**src/design/lslf_pkg.sv**
```systemverilog
// types and constants of the least squares line fit
`timescale 1ns / 1ps

package lslf_pkg;

  localparam int Q_FRAC      = 16;
  localparam int SHIFT_W     = 5;
  localparam int QUEUE_DEPTH = 2;

  localparam logic [31:0] SAT_POS = 32'h7FFF_FFFF;
  localparam logic [31:0] SAT_NEG = 32'h8000_0000;

  typedef struct packed {
    logic signed [15:0] x_value;
    logic signed [15:0] y_value;
    logic               last_point;
  } sample_t;

  typedef enum logic [1:0] {
    FIT_OK       = 2'd0,
    FIT_ZERO_DEN = 2'd1,
    FIT_SAT      = 2'd2
  } fit_status_t;

  typedef struct packed {
    logic signed [31:0] slope;
    logic signed [31:0] intercept;
    fit_status_t        fit_status;
  } fit_result_t;

  // product terms of the fit, in the order the back end forms them
  typedef enum logic [2:0] {
    TERM_N_SXX,
    TERM_SX_SX,
    TERM_N_SXY,
    TERM_SX_SY,
    TERM_SY_SXX,
    TERM_SX_SXY
  } term_t;

  typedef enum logic [2:0] {
    BK_IDLE,
    BK_SETUP,
    BK_MUL,
    BK_ACC,
    BK_DIV_SLOPE,
    BK_DIV_ICPT,
    BK_EMIT
  } back_state_t;

  typedef struct packed {
    logic               start;
    logic [SHIFT_W-1:0] shift;
  } div_req_t;

  typedef struct packed {
    logic done;
    logic sat;
  } div_rsp_t;

  typedef struct packed {
    logic full;
    logic empty;
  } queue_status_t;

endpackage

```
**src/design/least_squares_line_fit.sv**
```systemverilog
// top level of the least squares line fit
`timescale 1ns / 1ps

// Takes one (x, y) pair per clock while busy is low; a pair is transferred when
// start is high and busy is low. Each pair is added into the running sums in
// the cycle it is transferred. The pair marked last closes the data set: its
// sums go into a two-entry queue and the back end forms the fit from it while
// the next data set streams in. The fit is sequential: up to six products on a
// shift-add multiplier of SQ_W steps each (SQ_W = 32 + log2(MAX_POINTS)) and
// two restoring divisions of ACC_W + 16 steps (ACC_W = 49 + 2*log2(MAX_POINTS));
// a zero denominator ends the fit after the first two products.
// busy rises only while both queue entries hold data sets waiting for the back
// end. The result is shown for exactly one cycle with done high; the receiver
// cannot stall it, so it must take it in that cycle.
module least_squares_line_fit import lslf_pkg::*; #(
  parameter int MAX_POINTS = 4096,
  parameter int FRAC_BITS  = 8
) (
  input  logic        clk,
  input  logic        rst,
  input  logic        start,
  output logic        busy,
  input  sample_t     sample,
  output logic        done,
  output fit_result_t result
);

  localparam int LOG_N = $clog2(MAX_POINTS);
  localparam int CNT_W = $clog2(MAX_POINTS + 1);
  localparam int SUM_W = 16 + LOG_N;
  localparam int SQ_W  = 32 + LOG_N;
  localparam int ACC_W = SUM_W + SQ_W + 1;
  localparam int ENT_W = CNT_W + 2 * SUM_W + 2 * SQ_W;

  logic                    push;
  logic [ENT_W-1:0]        push_data;
  logic                    pop;
  logic [ENT_W-1:0]        head;
  queue_status_t           qstat;
  div_req_t                div_req;
  div_rsp_t                div_rsp;
  logic signed [ACC_W-1:0] div_num;
  logic [ACC_W-1:0]        div_den;
  logic [31:0]             div_quot;

  assign busy = qstat.full;

  lslf_front #(
    .MAX_POINTS (MAX_POINTS),
    .CNT_W      (CNT_W),
    .SUM_W      (SUM_W),
    .SQ_W       (SQ_W),
    .ENT_W      (ENT_W)
  ) u_front (
    .clk       (clk),
    .rst       (rst),
    .start     (start),
    .sample    (sample),
    .full      (qstat.full),
    .push      (push),
    .push_data (push_data)
  );

  lslf_queue #(
    .WIDTH (ENT_W),
    .DEPTH (QUEUE_DEPTH)
  ) u_queue (
    .clk    (clk),
    .rst    (rst),
    .push   (push),
    .wdata  (push_data),
    .pop    (pop),
    .rdata  (head),
    .status (qstat)
  );

  lslf_div #(
    .NUM_W (ACC_W),
    .DEN_W (ACC_W)
  ) u_div (
    .clk      (clk),
    .rst      (rst),
    .req      (div_req),
    .num      (div_num),
    .den      (div_den),
    .rsp      (div_rsp),
    .quotient (div_quot)
  );

  lslf_back #(
    .CNT_W     (CNT_W),
    .SUM_W     (SUM_W),
    .SQ_W      (SQ_W),
    .ENT_W     (ENT_W),
    .ACC_W     (ACC_W),
    .FRAC_BITS (FRAC_BITS)
  ) u_back (
    .clk      (clk),
    .rst      (rst),
    .qstat    (qstat),
    .entry    (head),
    .pop      (pop),
    .div_req  (div_req),
    .div_num  (div_num),
    .div_den  (div_den),
    .div_rsp  (div_rsp),
    .div_quot (div_quot),
    .done     (done),
    .result   (result)
  );

endmodule

```
**src/design/lslf_front.sv**
```systemverilog
// front end: accumulates sample pairs and hands finished data sets to the queue
`timescale 1ns / 1ps

module lslf_front import lslf_pkg::*; #(
  parameter int MAX_POINTS = 4096,
  parameter int CNT_W      = 13,
  parameter int SUM_W      = 28,
  parameter int SQ_W       = 44,
  parameter int ENT_W      = 157
) (
  input  logic             clk,
  input  logic             rst,
  input  logic             start,
  input  sample_t          sample,
  input  logic             full,
  output logic             push,
  output logic [ENT_W-1:0] push_data
);

  logic [CNT_W-1:0]        point_count;
  logic signed [SUM_W-1:0] sum_x;
  logic signed [SUM_W-1:0] sum_y;
  logic signed [SQ_W-1:0]  sum_x_squared;
  logic signed [SQ_W-1:0]  sum_x_times_y;

  logic [CNT_W-1:0]        point_count_next;
  logic signed [SUM_W-1:0] sum_x_next;
  logic signed [SUM_W-1:0] sum_y_next;
  logic signed [SQ_W-1:0]  sum_x_squared_next;
  logic signed [SQ_W-1:0]  sum_x_times_y_next;

  logic signed [15:0] x;
  logic signed [15:0] y;
  logic signed [31:0] prod_xx;
  logic signed [31:0] prod_xy;
  logic               accept;
  logic               room;

  always_comb begin
    x       = sample.x_value;
    y       = sample.y_value;
    prod_xx = x * x;
    prod_xy = x * y;
    accept  = start && !full;
    room    = point_count < CNT_W'(MAX_POINTS);

    point_count_next   = point_count;
    sum_x_next         = sum_x;
    sum_y_next         = sum_y;
    sum_x_squared_next = sum_x_squared;
    sum_x_times_y_next = sum_x_times_y;
    // pairs beyond the point limit are dropped
    if (room) begin
      point_count_next   = point_count + 1'b1;
      sum_x_next         = sum_x + {{(SUM_W-16){x[15]}}, x};
      sum_y_next         = sum_y + {{(SUM_W-16){y[15]}}, y};
      sum_x_squared_next = sum_x_squared + {{(SQ_W-32){prod_xx[31]}}, prod_xx};
      sum_x_times_y_next = sum_x_times_y + {{(SQ_W-32){prod_xy[31]}}, prod_xy};
    end

    push      = accept && sample.last_point;
    push_data = {point_count_next, sum_x_next, sum_y_next,
                 sum_x_squared_next, sum_x_times_y_next};
  end

  always_ff @(posedge clk) begin
    if (rst) begin
      point_count   <= '0;
      sum_x         <= '0;
      sum_y         <= '0;
      sum_x_squared <= '0;
      sum_x_times_y <= '0;
    end else if (accept) begin
      if (sample.last_point) begin
        point_count   <= '0;
        sum_x         <= '0;
        sum_y         <= '0;
        sum_x_squared <= '0;
        sum_x_times_y <= '0;
      end else begin
        point_count   <= point_count_next;
        sum_x         <= sum_x_next;
        sum_y         <= sum_y_next;
        sum_x_squared <= sum_x_squared_next;
        sum_x_times_y <= sum_x_times_y_next;
      end
    end
  end

endmodule

```
**src/design/lslf_queue.sv**
```systemverilog
// short fifo of finished data sets between front and back end
`timescale 1ns / 1ps

module lslf_queue import lslf_pkg::*; #(
  parameter int WIDTH = 157,
  parameter int DEPTH = 2
) (
  input  logic             clk,
  input  logic             rst,
  input  logic             push,
  input  logic [WIDTH-1:0] wdata,
  input  logic             pop,
  output logic [WIDTH-1:0] rdata,
  output queue_status_t    status
);

  localparam int PTR_W  = (DEPTH > 1) ? $clog2(DEPTH) : 1;
  localparam int FILL_W = $clog2(DEPTH + 1);

  logic [WIDTH-1:0]  entries [DEPTH];
  logic [PTR_W-1:0]  wr_ptr;
  logic [PTR_W-1:0]  rd_ptr;
  logic [FILL_W-1:0] fill;
  logic              do_push;
  logic              do_pop;

  always_comb begin
    status.full  = fill == FILL_W'(DEPTH);
    status.empty = fill == '0;
    do_push      = push && !status.full;
    do_pop       = pop && !status.empty;
    rdata        = entries[rd_ptr];
  end

  always_ff @(posedge clk) begin
    if (do_push) begin
      entries[wr_ptr] <= wdata;
    end
  end

  always_ff @(posedge clk) begin
    if (rst) begin
      wr_ptr <= '0;
      rd_ptr <= '0;
      fill   <= '0;
    end else begin
      if (do_push) begin
        wr_ptr <= (wr_ptr == PTR_W'(DEPTH - 1)) ? '0 : wr_ptr + 1'b1;
      end
      if (do_pop) begin
        rd_ptr <= (rd_ptr == PTR_W'(DEPTH - 1)) ? '0 : rd_ptr + 1'b1;
      end
      if (do_push && !do_pop) begin
        fill <= fill + 1'b1;
      end else if (do_pop && !do_push) begin
        fill <= fill - 1'b1;
      end
    end
  end

endmodule

```
**src/design/lslf_div.sv**
```systemverilog
// restoring divider, one quotient bit per cycle, saturating signed 32-bit result (q16.16 when req.shift is Q_FRAC)
`timescale 1ns / 1ps

module lslf_div import lslf_pkg::*; #(
  parameter int NUM_W = 73,
  parameter int DEN_W = 73
) (
  input  logic                    clk,
  input  logic                    rst,
  input  div_req_t                req,
  input  logic signed [NUM_W-1:0] num,
  input  logic [DEN_W-1:0]        den,
  output div_rsp_t                rsp,
  output logic [31:0]             quotient
);

  localparam int DVD_W  = NUM_W + Q_FRAC;
  localparam int ITER_W = $clog2(DVD_W + 1);

  logic              running;
  logic [ITER_W-1:0] count;
  logic [DVD_W-1:0]  dvd;
  logic [DEN_W-1:0]  rem;
  logic [32:0]       q;
  logic              ovf;
  logic              neg;

  logic [NUM_W-1:0]  mag;
  logic [DEN_W-1:0]  trial;
  logic              fits;
  logic [32:0]       limit;
  logic              over;
  logic [31:0]       final_q;

  always_comb begin
    mag   = num[NUM_W-1] ? (~num + 1'b1) : num;
    // rem stays below den, which is below half the range, so the top bit is free
    trial = {rem[DEN_W-2:0], dvd[DVD_W-1]};
    fits  = trial >= den;
    limit = neg ? {1'b0, SAT_NEG} : {1'b0, SAT_POS};
    over  = ovf || (q > limit);
    if (over) begin
      final_q = neg ? SAT_NEG : SAT_POS;
    end else begin
      final_q = neg ? (~q[31:0] + 1'b1) : q[31:0];
    end
  end

  always_ff @(posedge clk) begin
    if (rst) begin
      running <= 1'b0;
      rsp     <= '0;
    end else begin
      if (req.start) begin
        running  <= 1'b1;
        rsp.done <= 1'b0;
      end else if (running && count == '0) begin
        running  <= 1'b0;
        rsp.done <= 1'b1;
        rsp.sat  <= over;
      end else begin
        rsp.done <= 1'b0;
      end
    end
  end

  always_ff @(posedge clk) begin
    if (req.start) begin
      neg   <= num[NUM_W-1];
      dvd   <= {{Q_FRAC{1'b0}}, mag} << req.shift;
      rem   <= '0;
      q     <= '0;
      ovf   <= 1'b0;
      count <= ITER_W'(DVD_W);
    end else if (running) begin
      if (count != '0) begin
        rem   <= fits ? trial - den : trial;
        q     <= {q[31:0], fits};
        ovf   <= ovf || q[32];
        dvd   <= {dvd[DVD_W-2:0], 1'b0};
        count <= count - 1'b1;
      end else begin
        quotient <= final_q;
      end
    end
  end

endmodule

```
**src/design/lslf_back.sv**
```systemverilog
// back end: forms denominator and numerators with a serial multiplier, then divides
`timescale 1ns / 1ps

module lslf_back import lslf_pkg::*; #(
  parameter int CNT_W     = 13,
  parameter int SUM_W     = 28,
  parameter int SQ_W      = 44,
  parameter int ENT_W     = 157,
  parameter int ACC_W     = 73,
  parameter int FRAC_BITS = 8
) (
  input  logic                    clk,
  input  logic                    rst,
  input  queue_status_t           qstat,
  input  logic [ENT_W-1:0]        entry,
  output logic                    pop,
  output div_req_t                div_req,
  output logic signed [ACC_W-1:0] div_num,
  output logic [ACC_W-1:0]        div_den,
  input  div_rsp_t                div_rsp,
  input  logic [31:0]             div_quot,
  output logic                    done,
  output fit_result_t             result
);

  localparam int MC_W = $clog2(SQ_W);

  back_state_t state;
  back_state_t state_next;
  term_t       term;
  term_t       term_succ;

  logic [CNT_W-1:0]        n_r;
  logic signed [SUM_W-1:0] sx_r;
  logic signed [SUM_W-1:0] sy_r;
  logic signed [SQ_W-1:0]  sxx_r;
  logic signed [SQ_W-1:0]  sxy_r;

  logic [SQ_W-1:0]         a_mag;
  logic [SQ_W-1:0]         b_mag;
  logic [ACC_W-1:0]        prod;
  logic                    prod_neg;
  logic [MC_W-1:0]         mul_count;
  logic signed [ACC_W-1:0] acc;
  logic [ACC_W-1:0]        den;

  logic signed [31:0]      slope_r;
  logic signed [31:0]      icpt_r;
  logic                    slope_sat;
  fit_status_t             status_r;

  logic signed [SQ_W-1:0]  op_a;
  logic signed [SQ_W-1:0]  op_b;
  logic                    op_sub;
  logic [SQ_W-1:0]         op_a_mag;
  logic [SQ_W-1:0]         op_b_mag;
  logic                    op_neg;
  logic signed [ACC_W-1:0] acc_next;
  logic                    acc_zero;

  // operand decode for the current product term
  always_comb begin
    op_a      = '0;
    op_b      = '0;
    op_sub    = 1'b0;
    term_succ = term;
    unique case (term)
      TERM_N_SXX: begin
        op_a      = {{(SQ_W-CNT_W){1'b0}}, n_r};
        op_b      = sxx_r;
        term_succ = TERM_SX_SX;
      end
      TERM_SX_SX: begin
        op_a      = {{(SQ_W-SUM_W){sx_r[SUM_W-1]}}, sx_r};
        op_b      = {{(SQ_W-SUM_W){sx_r[SUM_W-1]}}, sx_r};
        op_sub    = 1'b1;
        term_succ = TERM_N_SXY;
      end
      TERM_N_SXY: begin
        op_a      = {{(SQ_W-CNT_W){1'b0}}, n_r};
        op_b      = sxy_r;
        term_succ = TERM_SX_SY;
      end
      TERM_SX_SY: begin
        op_a      = {{(SQ_W-SUM_W){sx_r[SUM_W-1]}}, sx_r};
        op_b      = {{(SQ_W-SUM_W){sy_r[SUM_W-1]}}, sy_r};
        op_sub    = 1'b1;
        term_succ = TERM_SY_SXX;
      end
      TERM_SY_SXX: begin
        op_a      = {{(SQ_W-SUM_W){sy_r[SUM_W-1]}}, sy_r};
        op_b      = sxx_r;
        term_succ = TERM_SX_SXY;
      end
      TERM_SX_SXY: begin
        op_a      = {{(SQ_W-SUM_W){sx_r[SUM_W-1]}}, sx_r};
        op_b      = sxy_r;
        op_sub    = 1'b1;
      end
      default: begin
      end
    endcase
    op_a_mag = op_a[SQ_W-1] ? (~op_a + 1'b1) : op_a;
    op_b_mag = op_b[SQ_W-1] ? (~op_b + 1'b1) : op_b;
    op_neg   = op_a[SQ_W-1] ^ op_b[SQ_W-1] ^ op_sub;
    acc_next = prod_neg ? acc - $signed(prod) : acc + $signed(prod);
    acc_zero = acc_next == '0;
  end

  always_comb begin
    state_next    = state;
    pop           = 1'b0;
    div_req.start = 1'b0;
    div_req.shift = SHIFT_W'(Q_FRAC);
    div_num       = acc_next;
    div_den       = den;
    done          = state == BK_EMIT;
    unique case (state)
      BK_IDLE: begin
        if (!qstat.empty) begin
          pop        = 1'b1;
          state_next = BK_SETUP;
        end
      end
      BK_SETUP: begin
        state_next = BK_MUL;
      end
      BK_MUL: begin
        if (mul_count == '0) begin
          state_next = BK_ACC;
        end
      end
      BK_ACC: begin
        unique case (term)
          TERM_SX_SX: begin
            state_next = acc_zero ? BK_EMIT : BK_SETUP;
          end
          TERM_SX_SY: begin
            div_req.start = 1'b1;
            state_next    = BK_DIV_SLOPE;
          end
          TERM_SX_SXY: begin
            div_req.start = 1'b1;
            div_req.shift = SHIFT_W'(Q_FRAC - FRAC_BITS);
            state_next    = BK_DIV_ICPT;
          end
          default: begin
            state_next = BK_SETUP;
          end
        endcase
      end
      BK_DIV_SLOPE: begin
        if (div_rsp.done) begin
          state_next = BK_SETUP;
        end
      end
      BK_DIV_ICPT: begin
        if (div_rsp.done) begin
          state_next = BK_EMIT;
        end
      end
      BK_EMIT: begin
        state_next = BK_IDLE;
      end
      default: begin
        state_next = BK_IDLE;
      end
    endcase
  end

  always_ff @(posedge clk) begin
    if (rst) begin
      state <= BK_IDLE;
    end else begin
      state <= state_next;
    end
  end

  always_ff @(posedge clk) begin
    case (state)
      BK_IDLE: begin
        if (pop) begin
          {n_r, sx_r, sy_r, sxx_r, sxy_r} <= entry;
          term <= TERM_N_SXX;
          acc  <= '0;
        end
      end
      BK_SETUP: begin
        a_mag     <= op_a_mag;
        b_mag     <= op_b_mag;
        prod_neg  <= op_neg;
        prod      <= '0;
        mul_count <= MC_W'(SQ_W - 1);
      end
      BK_MUL: begin
        // shift-add, multiplier bits taken from the top
        prod <= {prod[ACC_W-2:0], 1'b0}
              + (b_mag[SQ_W-1] ? {{(ACC_W-SQ_W){1'b0}}, a_mag} : '0);
        b_mag     <= {b_mag[SQ_W-2:0], 1'b0};
        mul_count <= mul_count - 1'b1;
      end
      BK_ACC: begin
        term <= term_succ;
        if (term == TERM_SX_SX) begin
          den <= acc_next;
          acc <= '0;
          if (acc_zero) begin
            slope_r  <= '0;
            icpt_r   <= '0;
            status_r <= FIT_ZERO_DEN;
          end
        end else if (term == TERM_SX_SY) begin
          acc <= '0;
        end else begin
          acc <= acc_next;
        end
      end
      BK_DIV_SLOPE: begin
        if (div_rsp.done) begin
          slope_r   <= div_quot;
          slope_sat <= div_rsp.sat;
        end
      end
      BK_DIV_ICPT: begin
        if (div_rsp.done) begin
          icpt_r   <= div_quot;
          status_r <= (slope_sat || div_rsp.sat) ? FIT_SAT : FIT_OK;
        end
      end
      default: begin
      end
    endcase
  end

  always_comb begin
    result.slope      = slope_r;
    result.intercept  = icpt_r;
    result.fit_status = status_r;
  end

endmodule

```
**config.mk**
```make
export PLATFORM = sky130hd
export DESIGN_NAME = least_squares_line_fit
export DESIGN_NICKNAME = d
export VERILOG_FILES = /design/src/design/lslf_pkg.sv /design/src/design/least_squares_line_fit.sv /design/src/design/lslf_front.sv /design/src/design/lslf_queue.sv /design/src/design/lslf_div.sv /design/src/design/lslf_back.sv
export SDC_FILE = /design/constraint.sdc
export NUM_CORES = 2
export LEC_CHECK = 0
export BUFFER_PORTS_ARGS = -buffer_cell sky130_fd_sc_hd__buf_2
export CORE_MARGIN = 3
export CORE_UTILIZATION = 30
export DETAILED_ROUTE_END_ITERATION = 7
export HOLD_SLACK_MARGIN = 0.02
export SLEW_MARGIN = 20
export SYNTH_ARGS = -nofsm -noshare
export SYNTH_HDL_FRONTEND = slang
export SYNTH_SLANG_ARGS = --single-unit
```
**constraint.sdc**
```tcl
create_clock -name clk -period 9.2 [get_ports clk]
set_input_delay 0 -clock clk [delete_from_list [all_inputs] [get_ports clk]]
set_output_delay 0 -clock clk [all_outputs]
set_load 0.1 [all_outputs]
```
* Word level (Yosys, flattened, before mapping) *
Memories as Yosys holds them, arrays and structs flattened. A register that Yosys moved wholly into a read port is not among the register bits.
Cells that the tools add are included.

storage, ports and cells
  register bits after elaboration = 786
  memory bits (writable) = 314
  input bits = 36
  output and inout bits = 68
  word-level logic and storage cells = 200
  memories = 1

cells by class
  $add $sub $neg = 19
  $mul = 2
  order comparisons = 3
  equality and inequality tests = 20
  shift-type cells = 1
  mux-type cells = 67
  bitwise operators = 8
  reductions and logical operators = 47

memories
  name             depth  bits a word  rd ports  clocked after memory_dff  write ports  line              source
  u_queue.entries  2      157          1         1                         1            lslf_queue.sv:20  logic [WIDTH-1:0] entries [DEPTH];

operator list
  operator                                        number
  2-to-1 mux 73 bit                               5
  case mux 73 bit (2 select lines)                2
  2-to-1 mux 89 bit                               3
  2-to-1 mux 44 bit                               6
  2-to-1 mux 32 bit                               7
  case mux 44 bit (4 select lines)                1
  adder 73 bit                                    2
  case mux 44 bit (3 select lines)                1
  case mux 32 bit (2 select lines)                2
  2-to-1 mux 28 bit                               4
  << shifter 73 x 5 -> 89 bit                     1
  adder 44 x 1 -> 44 bit (second input constant)  2
  adder 44 bit                                    2
  inverter 44 bit                                 2
  case mux 44 bit (2 select lines)                1
  adder 73 x 1 -> 73 bit (second input constant)  1
  greater-or-equal comparator 73 bit              1
  logical NOT 73 bit                              1
  inverter 73 bit                                 1
  subtractor 73 bit                               1
  2-to-1 mux 72 bit                               1
  subtractor 72 bit                               1
  multiplier 16 x 16 -> 32 bit                    2
  adder 28 bit                                    2
  46 further kinds                                115

* Longest topological paths before layout *
  word-level depth = 9
  mapped depth = 43
  gate-level depth less buffers = 41

* Cells and area by module *
Synthesis repeated with hierarchy kept, for this count alone.

second synthesis, totals
  cells, all modules = 10349
  area total of the unflattened synthesis = 98229.2 µm²

by module, submodules not included
  module      times used  cells an instance  area an instance (µm²)  sequential area each (µm²)
  lslf_front  1           3914               32519.9                 3143.0
  lslf_back   1           3141               32265.9                 16305.6
  lslf_div    1           2781               21857.2                 5985.7
  lslf_queue  1           513                11586.1                 9529.1

* Least setup slack after synthesis *
No wires, ideal clock.

  path type = reg-to-reg
  from = register u_back.term[1]
  to = register u_back.icpt_r[0] (enable)
  library setup time = 0.429 ns
  arrival = 8.136 ns
  required time = 8.771 ns
  slack = 0.634 ns
  stages on the path, launching flop included = 7
  buffers on the path = 3
  period minus slack after synthesis = 8.566 ns
  path through = edfxtp_1 > clkbuf_1 > clkbuf_1 > buf_1 > nor3_1 > nand2_1 > o21ai_1

between the ends
  longest elaborated chain between the ends = 3

RTL lines
  what                                      line              source
  from (decl)                               lslf_back.sv:30   term_t term;
  from (signal assigned)                    lslf_back.sv:203  term <= term_succ;
  equality test 3 x 1 -> 1 bit              lslf_back.sv:204  if (term == TERM_SX_SX) begin
  inequality test 2 x 1 -> 1 bit (no line)  -
  AND reduction 4 bit (no line)             -
  to (signal assigned)                      lslf_back.sv:226  icpt_r <= div_quot;
  to (decl)                                 lslf_back.sv:48   logic signed [31:0] icpt_r;

Every way passes these cells.
A chain may end at the register's enable or synchronous reset.

* Worst setup path in the final report *
  from = input sample[17] (netlist bit)
  to = memory u_queue.entries[1][40] (data pin)

between the ends
  longest elaborated chain between the ends = 3

RTL lines
  what                          line                          source
  from (decl)                   least_squares_line_fit.sv:23  input sample_t sample,
  multiplier 16 x 16 -> 32 bit  lslf_front.sv:43              prod_xy = x * y;
  adder 44 bit                  lslf_front.sv:58              sum_x_times_y_next = sum_x_times_y + {{(SQ_W-32){prod_xy[31]}}, prod_xy};
  2-to-1 mux 44 bit             lslf_front.sv:53              if (room) begin
  via push_data[40]             least_squares_line_fit.sv:36  logic [ENT_W-1:0] push_data;
  to (decl)                     lslf_queue.sv:20

The timed path passes the listed nets, and every way through them passes these cells.

==> flow_summary.toml <==
[global_routing]
gr-usage-met1_pct = 21.1
grt.total_usage_pct = 15.1
top_usage_layer = "met2"
grt_pass1_vias = 67800
grt_max_degree = 139
met3_usage_pct = 1.63
met2_usage_pct = 24.5
antenna_found_initial = 3
grt_overflow = 0
grt_pass1_wl_microns = 385000

[floorplan]
die_h_microns = 563
row_count = 204
start_util_pct = 30.2
core_sq_um = 309000
pin_count = 104
dieArea_sq_um = 317000
die_w_microns = 563

[synth]
yosys.area.top_type = "edfxtp_1"
ys_warn_count = 0
synth_cell_types = 119
seq_area_frac_synth_pct = 37.5
ys_async_sr_fraction_pct = 0
synth_edf_count = 977
synthTopCellsByArea = "edfxtp_1 (31%), fa_1 (11%), ha_1 (7.3%), dfxtp_1 (6.0%), inv_1 (3.7%)"
synth.top_cell.area_share_pct = 31.5
synthFlopType = "edfxtp_1"
synth_seq_cells = 1257
synthCells = 9663
syn_area_sq_um = 93200
avgSynthCellArea_sq_um = 9.65

[sta]
clock.fmax_ghz = 0.116
skew_ps = 33.4
fin_crit_ps = 8640
tightest_slew_ps = 1150
slew_headroom_pct = 22.3
setup_violations = 0
whs_ps = 103
drv_slew = 0
rsz0062_at_grt = "false"
fin_crit_sh_pct = 94.0
hold_viol = 0

[clock_network]
htreeDepth = 4
root_buffer = "clkbuf_16"
clkTransAtPathRegs_ps = 60
post_cts_buffers = 0
clkLatencyLatePin_ps = 800
numClockSinks = 1257
cts_buffers = 144
cts_tree = "done"
clock_tree.buffer_depth = 3

[hold_path]
min_from = "sample[1]"
min_to = "u_queue.entries[1][88]"
hp-class = "input pin to register"
hold_depth = 3

[placement]
globalplace.congestion = 0.891
portBuffers = 103
place_hpwl_microns = 181000

[critical_path]
critPathKind = "input pin to register"
reg2regPathDepth = 26
r2r_setup_slack_ps = 1020
critPathMaxFanout = 17
worst_ep_arrival_time_ps = 9120
crit_top_cell = "fa_1"
r2r_start = "u_back.prod[1]"
critPathSlowestCell = "fa_1"
startpoint_type = "input pin"
regToRegEndpoint = "u_back.icpt_r[7]"
max_stage_delay_ps = 540
crit_required_ps = 9670
worstSetupEndpointType = "register"

[outcome]
status = "completed"

[layout]
nFillCells = 31400
final_net_count = 10700
drive_above_1_share_pct = 8.32
synthToLayoutAreaGrowth_pct = 11.5

[flow_run]
cap_viol_max_count = 0

[route]
viasPerCell = 4.99
dr.first_iter.drc_count = 5239
vias = 69400
drt_first_pass_iters = 5
routedWlPerCell_microns = 17.6
ant_nets = 0
route.detailed.drc = 0
totalWireLength_microns = 244000
-- metal layers --
metal | vias to the layer above | part of all wire (%) | wire length, microns
met5 | - | 0 | 0
li1 | 33900 | - | -
met4 | 0 | 2.7 | 6580
met3 | 322 | 4.5 | 10900
met1 | 33600 | 47 | 115000
met2 | 1583 | 46 | 112000
-- registers in the layout (all words and copies together) (netlist names), 32 cells and up --
| register | flops |
|---|---|
| u_queue.entries | 314 |
| u_div.dvd | 89 |
| u_back.acc | 73 |
| u_back.div_den | 73 |
| u_back.prod | 73 |
| u_div.rem | 72 |
| u_back.a_mag | 44 |
| u_back.b_mag | 44 |
| u_back.sxx_r | 44 |
| u_back.sxy_r | 44 |
| u_front.sum_x_squared | 44 |
| u_front.sum_x_times_y | 44 |
| u_div.q | 33 |
| u_back.icpt_r | 32 |
| u_back.slope_r | 32 |
| u_div.quotient | 32 |
-- timing repair --
| action | 4_1_cts | 5_1_grt |
|---|---|---|
| gates resized for setup | 0 | 4 |
| hold endpoints to repair | 98 | 0 |
| hold buffers | 5 | 0 |
| endpoints found under the setup margin | 0 | 13 |
-- worst max-delay path: cells and delay by family --
family | cells | cell delay, ps
buffers and inverters | 6 | 1140
XOR/XNOR | 1 | 160
AND/OR/NAND/NOR | 5 | 890
adder cells (fa/ha/maj) | 8 | 3360
AO/OA/AOI/OAI | 17 | 3540
-- through the flow --
stage / instances / setup WS [ps] / area [sq um] / utilization, % / TNS, ps
6_report: 13900 / 556 / 104000 / 33.6 / 0
5_1_grt: 13900 / 4.16 / 104000 / 33.6 / 0
4_1_cts: 13900 / 381 / 104000 / 33.6 / 0
3_5_place_dp: 13600 / -75.9 / 98800 / 32.0 / -227
3_3_place_gp: 13600 / -9.77 / 98800 / 32.0 / -19.5
2_1_floorplan: 9679 / 634 / 93300 / - / 0
-- synthesized netlist by cell type, types with 192 or more instances --
library cell	number
xor2_1	200
inv_1	922
and2_1	304
o21ai_0	535
nand2_1	866
ha_1	542
a21oi_1	609
xnor2_1	373
clkbuf_1	381
nor3_1	192
dfxtp_1	280
edfxtp_1	977
fa_1	505
nor2_1	818
-- cell families (layout without fill, tap and decap cells) --
group                      after synthesis  count (layout)  synth area share (%)
AOI/OAI and AO/OA                     2225            2225                  15.3
buffers and inverters                 1386            1478                  5.68
and+or+nand+nor                       2904            2904                  14.9
adders and majority gates             1047            1047                  18.1
muxes                                  270             270                  3.13
other                                    1              18               0.00402
DFF                                   1257            1257                  37.5
xor gates and xnor gates               573             573                  5.38
-- worst max-delay path by stage --
| stage | start | to | depth (start not counted) |
|---|---|---|---|
| after floorplan | u_back.term[1] | u_back.icpt_r[0] | 6 |
| after global routing | sample[17] | u_front.sum_x_squared[43] | 40 |
| final | sample[17] | u_queue.entries[1][40] | 37 |
| after global placement | sample[21] | u_queue.entries[0][86] | 40 |
| after detailed placement | sample[21] | u_queue.entries[1][86] | 40 |
| after CTS | sample[17] | u_queue.entries[1][86] | 38 |
-- cell type report --
class	count	area, sq um	share of cell area [%]
multi-input combinational	7036	53200	51.2
sequential	1257	35000	33.6
tap	4120	5150	4.96
clock buffer	175	3850	3.70
inverter	928	3490	3.36
timing repair buffer	285	2060	1.98
clock inverter	90	1250	1.20
antenna	1	2.50	0.00241
-- cell usage in the layout, fill, tap and decap left out, types with 200 or more instances in the layout --
cell,count
xor2_1,200
ha_1,542
xnor2_1,373
edfxtp_1,977
nor2_1,814
dfxtp_1,277
and2_1,304
fa_1,505
o21ai_0,533
a21oi_1,607
inv_1,920
nand2_1,863
Power is not shown: default switching activity piles up to over one toggle a cycle in this logic, so the estimate is an artifact.
